### src/sv/mcsl_pkg.sv
`default_nettype none

package mcsl_pkg;

	localparam int CHUNK_BYTES = 16;
	localparam int CHUNK_W = (CHUNK_BYTES > 1) ? $clog2(CHUNK_BYTES) : 1;

	localparam logic [7:0] SPECIAL_INT_ENABLE = 8'h01;
	localparam logic [7:0] INT_ENABLE_VALUE = 8'h32;

	typedef enum logic [1:0] {
		KIND_MEM   = 2'd0,
		KIND_INT   = 2'd1,
		KIND_BADSP = 2'd2,
		KIND_TRUNC = 2'd3
	} kind_t;

	typedef enum logic [5:0] {
		PH_BANK    = 6'b000001,
		PH_OFFSET  = 6'b000010,
		PH_LENGTH  = 6'b000100,
		PH_DATA    = 6'b001000,
		PH_SPECIAL = 6'b010000,
		PH_DROP    = 6'b100000
	} phase_t;

	typedef struct packed {
		kind_t      kind;
		logic [4:0] mem_bank;
		logic [7:0] mem_address;
		logic [7:0] write_data;
		logic       chunk_start;
		logic       set_final;
	} result_t;

endpackage

`default_nettype wire

### src/sv/motion_config_set_loader.sv
`default_nettype none

// Configuration-set stream loader. Takes one stream byte per cycle on the byte
// channel while byte_stall is low and parses records of bank, offset, length and
// data bytes (a zero length is followed by one special byte). Each data byte
// yields a registered memory write result (a truncated set result if the set ends
// early); bursts are marked by chunk_start at each record start, every CHUNK_BYTES
// bytes and after an address wrap. Interrupt enable, unknown special and truncated
// set results come out on the same channel. Throughput is one byte per cycle while
// byte_stall is low; a two-entry output buffer keeps the input moving while one
// result waits, and byte_stall rises only when both entries are full.
module motion_config_set_loader
	import mcsl_pkg::*;
(
	input  wire logic       clk,
	input  wire logic       arst_n,
	input  wire logic       byte_valid,
	output logic            byte_stall,
	input  wire logic [7:0] cfg_byte,
	input  wire logic       end_of_set,
	output logic            result_valid,
	input  wire logic       result_stall,
	output logic [1:0]      kind,
	output logic [4:0]      mem_bank,
	output logic [7:0]      mem_address,
	output logic [7:0]      write_data,
	output logic            chunk_start,
	output logic            set_final
);

	phase_t             phase_q, phase_d;
	logic [7:0]         bank_q, bank_d;
	logic [7:0]         addr_q, addr_d;
	logic [7:0]         left_q, left_d;
	logic [CHUNK_W-1:0] fill_q, fill_d;

	result_t res;
	logic    res_valid;
	result_t out_q, skid_q;
	logic    out_valid_q, skid_valid_q;

	logic accept;
	logic out_take;
	logic wrap;
	logic [8:0] fill_inc;

	assign accept   = byte_valid && !byte_stall;
	assign out_take = out_valid_q && !result_stall;
	assign wrap     = (addr_q == 8'hFF);
	assign fill_inc = {{(9-CHUNK_W){1'b0}}, fill_q} + 9'd1;

	always_comb begin
		phase_d   = phase_q;
		bank_d    = bank_q;
		addr_d    = addr_q;
		left_d    = left_q;
		fill_d    = fill_q;
		res       = '0;
		res.kind  = KIND_TRUNC;
		res_valid = 1'b0;
		unique case (phase_q)
			PH_BANK: begin
				bank_d = cfg_byte;
				if (end_of_set) begin
					res.set_final = 1'b1;
					res_valid     = 1'b1;
				end else begin
					phase_d = PH_OFFSET;
				end
			end
			PH_OFFSET: begin
				addr_d = cfg_byte;
				if (end_of_set) begin
					phase_d       = PH_BANK;
					res.set_final = 1'b1;
					res_valid     = 1'b1;
				end else begin
					phase_d = PH_LENGTH;
				end
			end
			PH_LENGTH: begin
				left_d = cfg_byte;
				fill_d = '0;
				if (end_of_set) begin
					phase_d       = PH_BANK;
					res.set_final = 1'b1;
					res_valid     = 1'b1;
				end else if (cfg_byte == 8'd0) begin
					phase_d = PH_SPECIAL;
				end else begin
					phase_d = PH_DATA;
				end
			end
			PH_DATA: begin
				res_valid = 1'b1;
				if (left_q > 8'd1 && end_of_set) begin
					phase_d       = PH_BANK;
					res.set_final = 1'b1;
				end else begin
					res.kind        = KIND_MEM;
					res.mem_bank    = bank_q[4:0];
					res.mem_address = addr_q;
					res.write_data  = cfg_byte;
					res.chunk_start = (fill_q == '0);
					res.set_final   = end_of_set;
					left_d          = left_q - 8'd1;
					addr_d          = addr_q + 8'd1;
					if (wrap || fill_inc >= 9'(CHUNK_BYTES)) begin
						fill_d = '0;
					end else begin
						fill_d = fill_inc[CHUNK_W-1:0];
					end
					if (wrap && left_q != 8'd1) begin
						bank_d = bank_q + 8'd1;
					end
					if (left_q == 8'd1) begin
						phase_d = PH_BANK;
					end
				end
			end
			PH_SPECIAL: begin
				res_valid     = 1'b1;
				res.set_final = 1'b1;
				phase_d       = end_of_set ? PH_BANK : PH_DROP;
				res.kind      = KIND_BADSP;
				if (cfg_byte == SPECIAL_INT_ENABLE) begin
					phase_d        = PH_BANK;
					res.kind       = KIND_INT;
					res.write_data = INT_ENABLE_VALUE;
					res.set_final  = end_of_set;
				end
			end
			PH_DROP: begin
				if (end_of_set) begin
					phase_d = PH_BANK;
				end
			end
			default: begin
				phase_d = PH_BANK;
			end
		endcase
	end

	always_ff @(posedge clk or negedge arst_n) begin
		if (!arst_n) begin
			phase_q <= PH_BANK;
			bank_q  <= '0;
			addr_q  <= '0;
			left_q  <= '0;
			fill_q  <= '0;
		end else if (accept) begin
			phase_q <= phase_d;
			bank_q  <= bank_d;
			addr_q  <= addr_d;
			left_q  <= left_d;
			fill_q  <= fill_d;
		end
	end

	always_ff @(posedge clk or negedge arst_n) begin
		if (!arst_n) begin
			out_valid_q  <= 1'b0;
			skid_valid_q <= 1'b0;
		end else if (skid_valid_q) begin
			if (out_take) begin
				skid_valid_q <= 1'b0;
			end
		end else if (accept && res_valid) begin
			if (!out_valid_q || out_take) begin
				out_valid_q <= 1'b1;
			end else begin
				skid_valid_q <= 1'b1;
			end
		end else if (out_take) begin
			out_valid_q <= 1'b0;
		end
	end

	always_ff @(posedge clk) begin
		if (skid_valid_q) begin
			if (out_take) begin
				out_q <= skid_q;
			end
		end else if (accept && res_valid) begin
			if (!out_valid_q || out_take) begin
				out_q <= res;
			end else begin
				skid_q <= res;
			end
		end
	end

	assign byte_stall   = skid_valid_q;
	assign result_valid = out_valid_q;
	assign kind         = out_q.kind;
	assign mem_bank     = out_q.mem_bank;
	assign mem_address  = out_q.mem_address;
	assign write_data   = out_q.write_data;
	assign chunk_start  = out_q.chunk_start;
	assign set_final    = out_q.set_final;

endmodule

`default_nettype wire

### config.mk
export PLATFORM = sky130hd
export DESIGN_NAME = motion_config_set_loader
export DESIGN_NICKNAME = d
export VERILOG_FILES = /design/src/sv/mcsl_pkg.sv /design/src/sv/motion_config_set_loader.sv
export SDC_FILE = /design/constraint.sdc
export NUM_CORES = 1
export LEC_CHECK = 0
export BUFFER_PORTS_ARGS = -buffer_cell sky130_fd_sc_hd__buf_2
export CORE_MARGIN = 2
export CORE_UTILIZATION = 56
export CTS_BUF_LIST = sky130_fd_sc_hd__clkbuf_8
export DETAILED_ROUTE_END_ITERATION = 6
export GPL_TIMING_DRIVEN = 0
export HOLD_SLACK_MARGIN = 0.15
export PLACE_DENSITY = 0.77
export SYNTH_ARGS = -nofsm -noshare
export SYNTH_HDL_FRONTEND = slang
export SYNTH_SLANG_ARGS = --single-unit
### constraint.sdc
create_clock -name clk -period 5.2 [get_ports clk]
set_input_delay 0.78 -clock clk [delete_from_list [all_inputs] [get_ports clk]]
set_output_delay 0.78 -clock clk [all_outputs]
set_load 0.005 [all_outputs]
After elaboration in Yosys (flattened, before gate mapping)
Index checks and enable logic that the tools add are counted.

operators by class
  equality and inequality tests = 17
  mux-type cells = 43
  bitwise operators = 2
  order comparisons = 2
  reduce and logical (&&, ||, !) cells = 27
  add/sub/neg operators = 4

operator list
  operator                                                              number
  25-bit two-way mux                                                    4
  8-bit one-hot mux with 2 select lines                                 4
  6-bit two-way mux                                                     7
  6-bit one-hot mux with 6 select lines                                 1
  8-bit two-way mux                                                     4
  24-bit two-way mux                                                    1
  8-bit by 1-bit adder with 8-bit output, second input constant         2
  8-bit by 1-bit == test with 1-bit output, second input constant       2
  3-bit AND reduction                                                   5
  13-bit two-way mux                                                    1
  2-bit nonzero test                                                    6
  1-bit two-way mux                                                     11
  5-bit two-way mux                                                     2
  8-bit == test, second input constant                                  1
  8-bit by 1-bit > comparator with 1-bit output, second input constant  1
  8-bit zero test                                                       1
  4-bit two-way mux                                                     2
  2-bit != test, second input constant                                  4
  8-bit by 1-bit != test with 1-bit output, second input constant       1
  4-bit one-hot mux with 2 select lines                                 1
  4-bit AND reduction                                                   2
  8-bit by 1-bit subtractor with 8-bit output, second input constant    1
  6-bit by 1-bit == test with 1-bit output, second input constant       1
  6-bit by 2-bit == test with 1-bit output, second input constant       1
  20 further kinds                                                      29

word-level totals
  output and inout port bits = 27
  word-level logic and storage cells = 114
  register bits after elaboration = 86
  bits of input ports = 13

Longest topological paths before layout
Gate-level depths: netlist of the first run.

  depth in word-level cells = 7
  gate-level depth with buffers = 8
  depth with buffers taken out = 7

Worst setup path after synthesis of the first run
OpenSTA, ideal clock, no wires.

  path kind = input to register
  start point = in end_of_set
  end point = reg out_q (netlist bit chunk_start), enable pin
  slack = 1.268 ns
  stages on the path = 6
  buffers on the path = 1
  setup time = 0.446 ns
  data required time = 4.754 ns
  data arrival time = 3.486 ns
  cells stage by stage = clkbuf_1 -> nor4b_1 -> o211ai_1 -> nand3_1 -> nand2_1 -> a21boi_0

on the way
  longest elaborated chain between the ends = 5

RTL lines
  what                                   line                                                                                            source
  start: declaration                     motion_config_set_loader.sv:20                                                                  input wire logic end_of_set,
  1-bit two-way mux                      motion_config_set_loader.sv:64, motion_config_set_loader.sv:73, motion_config_set_loader.sv:84
  1-bit one-hot mux with 2 select lines  motion_config_set_loader.sv:61                                                                  unique case (phase_q)
  1-bit logical AND                      motion_config_set_loader.sv:184                                                                 end else if (accept && res_valid) begin
  2-bit nonzero test (no line)           --
  3-bit AND reduction (no line)          --
  end signal: assignment                 motion_config_set_loader.sv:182                                                                 out_q <= skid_q;
  end signal: assignment                 motion_config_set_loader.sv:186                                                                 out_q <= res;
  end: declaration                       motion_config_set_loader.sv:39                                                                  result_t out_q, skid_q;

No other way between the ends.
A chain may end at the register's enable or synchronous reset.

Worst setup path in the final report of the first run
  start point = reg phase_q[4]
  end point = reg out_q (netlist bit mem_address[4]), enable pin

on the way
  longest elaborated chain between the ends = 6
  elaborated cells between the ends (all ways) = 11
  classes of those cells = eq/ne: 5; mux: 1; reduce/logical: 5

RTL lines
  what                                                                       line                             source
  start: declaration                                                         motion_config_set_loader.sv:31   phase_t phase_q, phase_d;
  start signal: assignment                                                   motion_config_set_loader.sv:152  phase_q <= phase_d;
  6-bit by 3-bit == test with 1-bit output, or another cell as far along     motion_config_set_loader.sv:61
  3-bit OR reduction (no line) / 2-bit OR reduction (equally long branches)  --
  1-bit one-hot mux with 2 select lines *                                    motion_config_set_loader.sv:61
  1-bit logical AND *                                                        motion_config_set_loader.sv:184
  2-bit nonzero test (no line) *                                             --
  3-bit AND reduction (no line) *                                            --

Every way passes the cells marked *; elsewhere a longest branch is shown, timed or not.

==> results of run 1 <==
## area by class of cell
type / count / area share [%]
sequential: 83 / 48.5
buffer: 20 / 1.90
tap: 99 / 2.58
inverter: 14 / 1.09
clock buffer: 9 / 2.58
multi-input combinational: 251 / 37.7
timing repair buffer: 40 / 4.59
clock inverter: 7 / 1.07
## cells by family after synthesis
group                      Yosys count  share of synthesized area [%]
and+or+nand+nor                    114                           14.4
AOI/OAI and AO/OA                   99                           17.8
DFF                                 83                           54.4
buffers and inverters               34                           3.36
muxes                               30                           7.81
adders and majority gates            6                           1.76
xor gates and xnor gates             2                          0.410
## flip-flops by register name, indices dropped and copies added (netlist names)
name	flops
bank_q	5
byte_stall	1
mem_address	8
mem_bank	5
fill_q	4
left_q	8
skid_q	25
chunk_start	1
result_valid	1
addr_q	8
kind	2
set_final	1
write_data	8
phase_q	6
## path summary, 6_finish.rpt
check	cells after the start	slack, ns	startpoint	to
setup / recovery	7	2.49	phase_q[4]$_DFFE_PN0P_	mem_address[4]$_DFFE_PP_
hold / removal	1	0.49	arst_n	phase_q[1]$_DFFE_PN0P_
setup reg to reg	7	2.49	phase_q[4]$_DFFE_PN0P_	mem_address[4]$_DFFE_PP_
hold reg to reg	1	0.53	left_q[7]$_DFFE_PN0P_	left_q[7]$_DFFE_PN0P_
max in group asynchronous	1	4.22	arst_n	addr_q[3]$_DFFE_PN0P_
min in group clk	1	0.53	left_q[7]$_DFFE_PN0P_	left_q[7]$_DFFE_PN0P_
## layout by cell type, fill, tap and decap left out, types with 4 or more instances in the layout
master     instances
ha_1               6
o2111ai_1          4
o21ai_0           17
a21oi_1           16
dfrtp_1           32
mux2_2            25
clkbuf_1          13
o31ai_1            4
and3_1            22
nor3_1             7
nand4_1            4
a21o_1             4
nor2b_1            4
a2bb2oi_1          5
nand3_1           10
inv_1             13
buf_2             42
nand2_1           17
nor2_1            26
nor4_1             6
o22ai_1            4
edfxtp_1          50
clkbuf_8           9
## per-stage QoR
| stage | hold slack [ns] | area, sq um |
|---|---|---|
| floorplan | 0.480 | 4280 |
| global placement | 0.502 | 4590 |
| detailed placement | 0.510 | 4630 |
| CTS | 0.508 | 4800 |
| global route | 0.541 | 4800 |
| finish | 0.490 | 4800 |
## metal layers
layer	wire length, um	vias to the layer above
li1	-	1528
met1	4220	1625
met2	4450	161
met3	617	34
met4	283	0
met5	0	-
## critical path: cells and delay by family (launching register included)
kind                   cells  cell delay [ns]
and+or+nand+nor            4             1.17
buffers and inverters      2             0.45
AOI/OAI and AO/OA          1             0.41
DFF                        1             0.37
## where the power goes
part	internal (mW)	switching (mW)	total [mW]	leakage, nW
Combinational	0.321	0.414	0.734	1.02
Sequential	0.887	0.128	1.01	0.837
Clock	0.176	0.247	0.423	0.0860
==> metrics.md, run 1 <==
| Metric | Value |
|---|---|
| Status | finished clean |
| Worst-Skew Late Latency | 0.36 ns |
| Synth cell count leaders | edfxtp_1 (50), dfrtp_1 (32), nor2_1 (27), mux2_2 (25), and3_1 (22) |
| Layout Nets | ~440 |
| I/O pin count | 40 |
| Vias in the first global route | 3128 |
| Crit-path max FO | 20 |
| Final std cells w/o fill | 523 |
| Synth area leader | edfxtp_1 |
| Final clock skew | 0.00873 ns |
| Syn avg cell area | between 10 and 15 sq um |
| Met2 usage | 36.5% |
| Syn_nets | 387 |
| Iteration-0 DRC Markers | 374 |
| FF+latch count, synth | 83 |
| Critical path type | flop to flop |
| Share of the synthesized area in the top cell type | roughly a third |
| Clk slew on worst S/H paths | 0.09 ns |
| Yosys warning count | 0 |
| Gr busiest metal | met2 |
| WL/cell | 18.3 um |
| DR vias | 3348 |
| Final worst-path setup slack | between 2 and 2.5 ns |
| H-Tree Depth | 3 |
| VDD IR max | 0.000223 V |
| # fillers | 557 |
| Core box area | around 7300 sq um |
| Period utilization | between 50% and 60% |
| Fmax | around 0.37 GHz |
| Post-route DRC | 0 |
| Slew Limit Headroom | between 40% and 50% |
| HPWL Detailed | approximately 6.8 mm |
| Initial antenna violation count | 0 |
| CTS tree | yes |
| Ys async rst share | 39.8% |
| Fin. Hold Viols | 0 |
| Fin crit period | 2.71 ns |
| Die ar. | 8350 sq um |
| Clock tree buffer depth | 2 |
| CP most frequent cell | nand2_1 |
| Antenna diodes | 0 |
| # resized after CTS | 0 |
| Worst-Margin Slew | about 0.77 ns |
| Congestion Overflow GR | 0 |
| Number of I/O port buffers | 38 |
| Layout cells sized above 1 | 25.9% |
| Via density | 6.40 |
| Final wirelength | 9.57 mm |
| Critical Path AT | 2.77 ns |
| RSZ-0062 raised after global routing | no |
| Post-synthesis cell area | 4280 sq um |
| Register area share after synthesis | 54.4% |
| EDFF count, synth | 50 |
| Area Growth Syn to Fin | 12.3% |
| FF/Latch Area | 2330 sq um |
| Global-route wire length before repair | 15.6 mm |
| Pwr dens | 452 nW/um^2 |
| GR Util All Layers | 23.8% |
| Mapped Cells | 368 |
| M3 GR Usage | 4.15% |
| Max-slew violation count | 0 |
| Critical Path RT | about 5.3 ns |
| Drt first pass iters | 6 |
| Number of max-cap violations | 0 |
| Ys flop type | edfxtp_1 |
| Post-DRT Antenna Nets | 0 |
| Worst hold path class | input port to asynchronous set/reset pin |
| Post-Place Cells | approximately 510 |
| Top cells by area, synth | edfxtp_1 (35%), dfrtp_1 (19%), mux2_2 (6.6%) |
| Initial Utilization | between 50% and 60% |
| Slowest CP cell | a21boi_2 |
| Post-route setup TNS | 0 ns |
| Row count | 31 |
| Postcts setup bufs | 0 |
| Grt met1 use | 33.3% |
| Crit path launch type | flop |
| Unique cell type count in the Yosys netlist | 70 |
| TritonCTS Sinks | 83 |
| Worst-path cell chain | clkbuf_1, nor4_2, nand2_1, nand3_1, nand2_1, a21boi_2, buf_8 |
| Overall die height | 91.4 um |
| Width of the die | 91.4 um |
| CTS Root Cell | clkbuf_8 |
| Final setup vio count | 0 |
| Power Total | ~2.2 mW |
| Top-count cell post-synth | edfxtp_1 |
| Routability cong. | 0.897 |
| Setup WS pre-CTS | 2.19 ns |
| CP peak stage delay | 0.41 ns |
| Largest net degree at the start of global routing | 34 |
| Area of the multi-input gates | 1810 sq um |
| Pleak | 1.94 nW |
| CTS Buf Count | 9 |
| Post-Route Utilization | approximately two thirds |
| Crit. End Element | flop |
| CTS Hold Buffers Added | 0 |
Power figures use the tool's default switching activity.
==> run 2: changes to the inputs <==
Clock period 5.2 ns to 2.55 ns, I/O delays scaled along.
==> run 2 against run 1 <==
Critical path depth is 1 lower. Fmax is 11% higher. Clock-buffer cell count unchanged. Global-route usage is 1.9 points higher. Critical path type unchanged. Non-clock buffer count is 5 higher. Final cell count is 1.1% higher. Sequential power rose by 110%. Combinational power grew 120%. Routed wire length grew 5.8%.
==> metrics.md, run 2 (same netlist as run 1, synthesis figures left out) <==
| Metric | Value |
|---|---|
| Critical Path AT | 2.55 ns |
| Area Growth Syn to Fin | 15.2% |
| Post-DP Area | 4600 sq um |
| Net Switching | approximately 1.6 mW |
| Int Pwr | 2.96 mW |
| Power Total | 4.59 mW |
| Clk slew on worst S/H paths | 0.09 ns |
| Fin. Hold Viols | 0 |
| Final clock skew | 0.0211 ns |
| Critical path type | flop to flop |
| Clock tree buffer depth | 2 |
| Area of the multi-input gates | 1870 sq um |
| Period utilization | 95.7% |
| Number of max-cap violations | 0 |
| RSZ-0062 raised after global routing | yes |
| Commonest non-fill, non-tap cell in the layout | edfxtp_1 |
| Top reg by flops | skid_q |
| Status | finished clean |
| Critical Path RT | 2.66 ns |
| Iteration-0 DRC Markers | roughly 320 |
| Pwr dens | 930 nW/um^2 |
| Initial antenna violation count | 0 |
| Crit. End Element | flop |
| # fillers | 558 |
| Largest register FFs | 25 |
| Post-route cell area | ~4900 sq um |
| Initial Utilization | 58.3% |
| Width of the die | 91.4 um |
| Final wirelength | 10.1 mm |
| Drt first pass iters | 5 |
| Sw Share | 35.5% |
| Max-slew violation count | 0 |
| Routability cong. | 0.945 |
| Worst-Margin Slew | 0.763 ns |
| I/O pin count | 40 |
| Sequential power share | 45.3% |
| Worst-path cell chain | buf_6, or4_4, o31a_4, nor2_2, o21bai_1, mux2_2 |
| GR Util All Layers | 25.7% |
| Crit path launch type | flop |
| Slowest CP cell | or4_4 |
| WL/cell | 19.1 um |
| Comb pwr share | around 35% |
| Layout cells sized above 1 | 27.4% |
| DR vias | 3365 |
| Worst hold path class | input port to flop |
| HPWL Detailed | about 6.8 mm |
| CTS Root Cell | clkbuf_8 |
| CTS Buf Count | 9 |
| Post-route DRC | 0 |
| TritonCTS Sinks | a little over 80 |
| Fmax | 0.410 GHz |
| Antenna diodes | 0 |
| Row count | 31 |
| Fin crit period | around 2.4 ns |
| Core box area | 7330 sq um |
| Worst-Skew Late Latency | 0.36 ns |
| VDD IR max | about 0.00047 V |
| Crit-path max FO | 8 |
| Overall die height | 91.4 um |
| Clock Power Share | 20.1% |
| Most frequent cells in the layout | edfxtp_1 (50), buf_2 (42), dfrtp_1 (32), nor2_1 (26), mux2_2 (25) |
| Layout Nets | around 450 |
| Slew Limit Headroom | 49.1% |
| Via density | 6.36 |
| Pleak | 2.01 nW |
| CTS tree | yes |
| Final setup vio count | 0 |
| Global-route wire length before repair | 16.6 mm |
| Number of I/O port buffers | 38 |
| Congestion Overflow GR | 0 |
| Largest net degree at the start of global routing | 34 |
| Vias in the first global route | around 3200 |
| Die ar. | 8350 sq um |
| H-Tree Depth | 3 |
| CP peak stage delay | 0.53 ns |
| Post-DRT Antenna Nets | 0 |
| FF/Latch Area | 2330 sq um |
-- run 2: cell types whose count changed in the layout (fill, tap and decap cells not counted), moves of 2 or more --
cell      before  now
buf_12         0    2
nor2_4         1    4
nor2_2         3    1
buf_8          2    0
a21boi_4       0    2
nand2_2        0    2
buf_4          1    5
nand2_1       17   15
-- run 2: worst max-delay path, delay by kind of cell, from the launching register on --
family / cells / cell delay (ns)
and+or+nand+nor: 2 / 0.80
AOI/OAI and AO/OA: 2 / 0.61
DFF: 1 / 0.38
muxes: 1 / 0.29
buffers and inverters: 1 / 0.13
-- run 2: cell type report --
class                   instances  share of cell area [%]
well taps                      99                    2.51
plain buffers                  20                    1.88
clock inverters                 6                    1.32
repair buffers                 45                    5.48
clock buffers                   9                    2.51
flip-flops and latches         83                    47.2
multi-input cells             253                    38.0
inverters                      14                    1.07
-- run 2: per-layer routing --
metal	track usage, %	share of wire (%)	vias to the layer above
li1	-	-	1537
met1	34.6	42	1619
met2	40.4	47	173
met3	5.06	7.2	36
met4	11.6	3.4	0
met5	0	0	-
-- run 2: power groups by stage --
stage,Clock [mW],Sequential (mW),Combinational (mW)
finish,0.924,2.08,1.58
global route,0.989,2.12,1.75
CTS,0.935,2.06,1.56
detailed placement,0,2.09,1.46
global placement,0,2.07,1.41
floorplan,0,2.05,1.07
-- run 2: timing repair --
item,4_1_cts,5_1_grt
gates cloned,2,0
hold buffers,1,0
hold endpoints to repair,32,0
setup endpoints to repair,50,54
gates resized for setup,5,3
pin swaps,4,0
buffers inserted,6,0
-- run 2: path summary, 6_finish.rpt --
kind	from	slack [ns]	cells past startpoint	end
min in group asynchronous	arst_n	0.63	2	phase_q[1]$_DFFE_PN0P_
max in group asynchronous	arst_n	1.42	2	fill_q[3]$_DFFE_PN0P_
setup / recovery	left_q[4]$_DFFE_PN0P_	0.11	6	kind[0]$_DFFE_PP_
setup reg to reg	left_q[4]$_DFFE_PN0P_	0.11	6	kind[0]$_DFFE_PP_
hold reg to reg	left_q[7]$_DFFE_PN0P_	0.53	1	left_q[7]$_DFFE_PN0P_
hold / removal	result_stall	0.31	3	result_valid$_DFFE_PN0P_
-- run 2: metrics by stage --
stage	setup TNS, ns	hold slack [ns]	util [%]	std cells	setup slack, ns
finish	0	0.312	67.2	529	0.109
global route	-0.00629	0.320	67.2	529	-0.00629
floorplan	0	0.0869	-	368	0.0601
CTS	0	0.270	67.0	529	0.0832
detailed placement	-19.71	0.500	62.8	505	-0.543
global placement	-15.61	0.505	62.8	505	-0.468
==> run 3: changes to the inputs <==
Settings changed: CORE_ASPECT_RATIO set to 0.7.
==> run 3 against run 2 <==
Final cell count fell by 0.38%. Fmax is 2.2% lower. Combinational power hardly changed. Worst hold slack lost 0.046 ns. Largest cell class unchanged. Highest routed layer unchanged.
==> metrics.md, run 3 (same netlist as run 1, synthesis figures left out) <==
| Metric | Value |
|---|---|
| Crit-path max FO | 8 |
| Power Total | around 4.5 mW |
| Post-route cell area | slightly below 5000 sq um |
| Max-slew violation count | 0 |
| Status | finished clean |
| Crit. End Element | flop |
| CTS tree | yes |
| Global-route wire length before repair | 16.1 mm |
| Critical Path RT | roughly 2.7 ns |
| Post-DP Area | 4600 sq um |
| Post-route DRC | 0 |
| GR Util All Layers | about 25% |
| Antenna diodes | 0 |
| Layout Nets | 443 |
| Vias in the first global route | 3059 |
| Drt first pass iters | 7 |
| Initial antenna violation count | 0 |
| Worst-Margin Slew | ~0.8 ns |
| Fin crit period | 2.50 ns |
| Period utilization | 97.9% |
| Core box area | ~7400 sq um |
| Overall die height | 77.1 um |
| Post-DRT Antenna Nets | 0 |
| VDD IR max | approximately 0.00059 V |
| Slew Limit Headroom | 47.0% |
| CTS Buf Count | 9 |
| Pleak | 1.99 nW |
| Crit path launch type | flop |
| Commonest non-fill, non-tap cell in the layout | edfxtp_1 |
| Fmax | 0.401 GHz |
| Row count | 26 |
| Fin. Hold Viols | 0 |
| DR vias | 3332 |
| Worst hold path class | input port to flop |
| Routability cong. | 0.976 |
| Worst-Skew Late Latency | 0.36 ns |
| Layout cells sized above 1 | 27.0% |
| CTS Root Cell | clkbuf_8 |
| Clk slew on worst S/H paths | 0.09 ns |
| Iteration-0 DRC Markers | 320 |
| Top reg by flops | skid_q |
| Final clock skew | 0.0141 ns |
| Area Growth Syn to Fin | 15.1% |
| Width of the die | 108 um |
| Congestion Overflow GR | 0 |
| Via density | 6.32 |
| Largest net degree at the start of global routing | 34 |
| Largest register FFs | 25 |
| Final wirelength | between 10 and 15 mm |
| H-Tree Depth | 3 |
| Number of I/O port buffers | 38 |
| HPWL Detailed | 6.81 mm |
| RSZ-0062 raised after global routing | no |
| Number of max-cap violations | 0 |
| Final setup vio count | 0 |
| Clock tree buffer depth | 2 |
| Critical Path AT | 2.61 ns |
| TritonCTS Sinks | 83 |
| Pwr dens | between 900 and 1000 nW/um^2 |
| I/O pin count | 40 |
| Most frequent cells in the layout | edfxtp_1 (50), buf_2 (42), dfrtp_1 (32), nor2_1 (26), mux2_2 (25) |
| WL/cell | 19.2 um |
| Die ar. | 8360 sq um |
| Critical path type | flop to flop |
| Initial Utilization | about 58% |
-- run 3: changes by cell type in the layout (fill, tap and decap cells not counted), moves of 2 or more --
cell        delta
clkinv_2       -2
buf_4          -4
clkinvlp_4     +2
buf_12         +2
-- run 3: what timing repair did --
item                       in CTS  in global routing
cloned                          2                  0
resized for setup               5                  3
setup endpoints to repair      50                 28
hold endpoints to repair       32                  0
pin swaps                       3                  1
hold buffers                    1                  0
setup buffers                   3                  1
-- run 3: power breakdown --
group	internal, mW	leakage (nW)	switching, mW
registers	1.81	0.837	0.267
logic	0.708	1.07	0.888
clock network	0.358	0.0837	0.499
-- run 3: critical path, cell delays in order (launching register included) --
cell	delay, ns
dfrtp_1	0.39
buf_6	0.14
or4_4	0.53
o31a_4	0.43
nor2_2	0.30
o21bai_1	0.18
mux2_2	0.30
-- run 3: path summary, 6_finish.rpt --
kind | from | end | depth (start not counted) | slack, ns
max | left_q[4]$_DFFE_PN0P_ | kind[0]$_DFFE_PP_ | 6 | 0.05
min | result_stall | byte_stall$_DFF_PN0_ | 3 | 0.27
max reg2reg | left_q[4]$_DFFE_PN0P_ | kind[0]$_DFFE_PP_ | 6 | 0.05
min reg2reg | bank_q[1]$_DFFE_PN0P_ | bank_q[1]$_DFFE_PN0P_ | 1 | 0.53
max in group asynchronous | arst_n | addr_q[5]$_DFFE_PN0P_ | 2 | 1.40
min in group asynchronous | arst_n | result_valid$_DFFE_PN0P_ | 2 | 0.64
-- run 3: cell type report --
class	count	area (sq um)
clock inverters	7	52.6
flip-flops and latches	83	2330
inverters	14	52.6
fillers	549	2430
clock buffers	9	124
well taps	98	123
plain buffers	20	92.6
multi-input cells	253	1870
repair buffers	43	280
-- run 3: through the flow --
stage / std cells / setup TNS, ns / hold WS [ns] / setup slack [ns] / util (%)
floorplan: 368 / 0 / 0.0869 / 0.0601 / -
global placement: 504 / -19.42 / 0.489 / -0.533 / 62.6
detailed placement: 504 / -23.71 / 0.508 / -0.647 / 62.6
CTS: 526 / 0 / 0.255 / 0.0378 / 66.5
global route: 527 / 0 / 0.278 / 0.0180 / 67.0
finish: 527 / 0 / 0.266 / 0.0537 / 67.0
-- run 3: layer usage --
| metal | global-route usage (%) | routed length (um) |
|---|---|---|
| met2 | 37.8 | 4590 |
| met3 | 4.68 | 702 |
| met5 | 0 | 0 |
| met4 | 7.31 | 159 |
| met1 | 38.1 | 4690 |
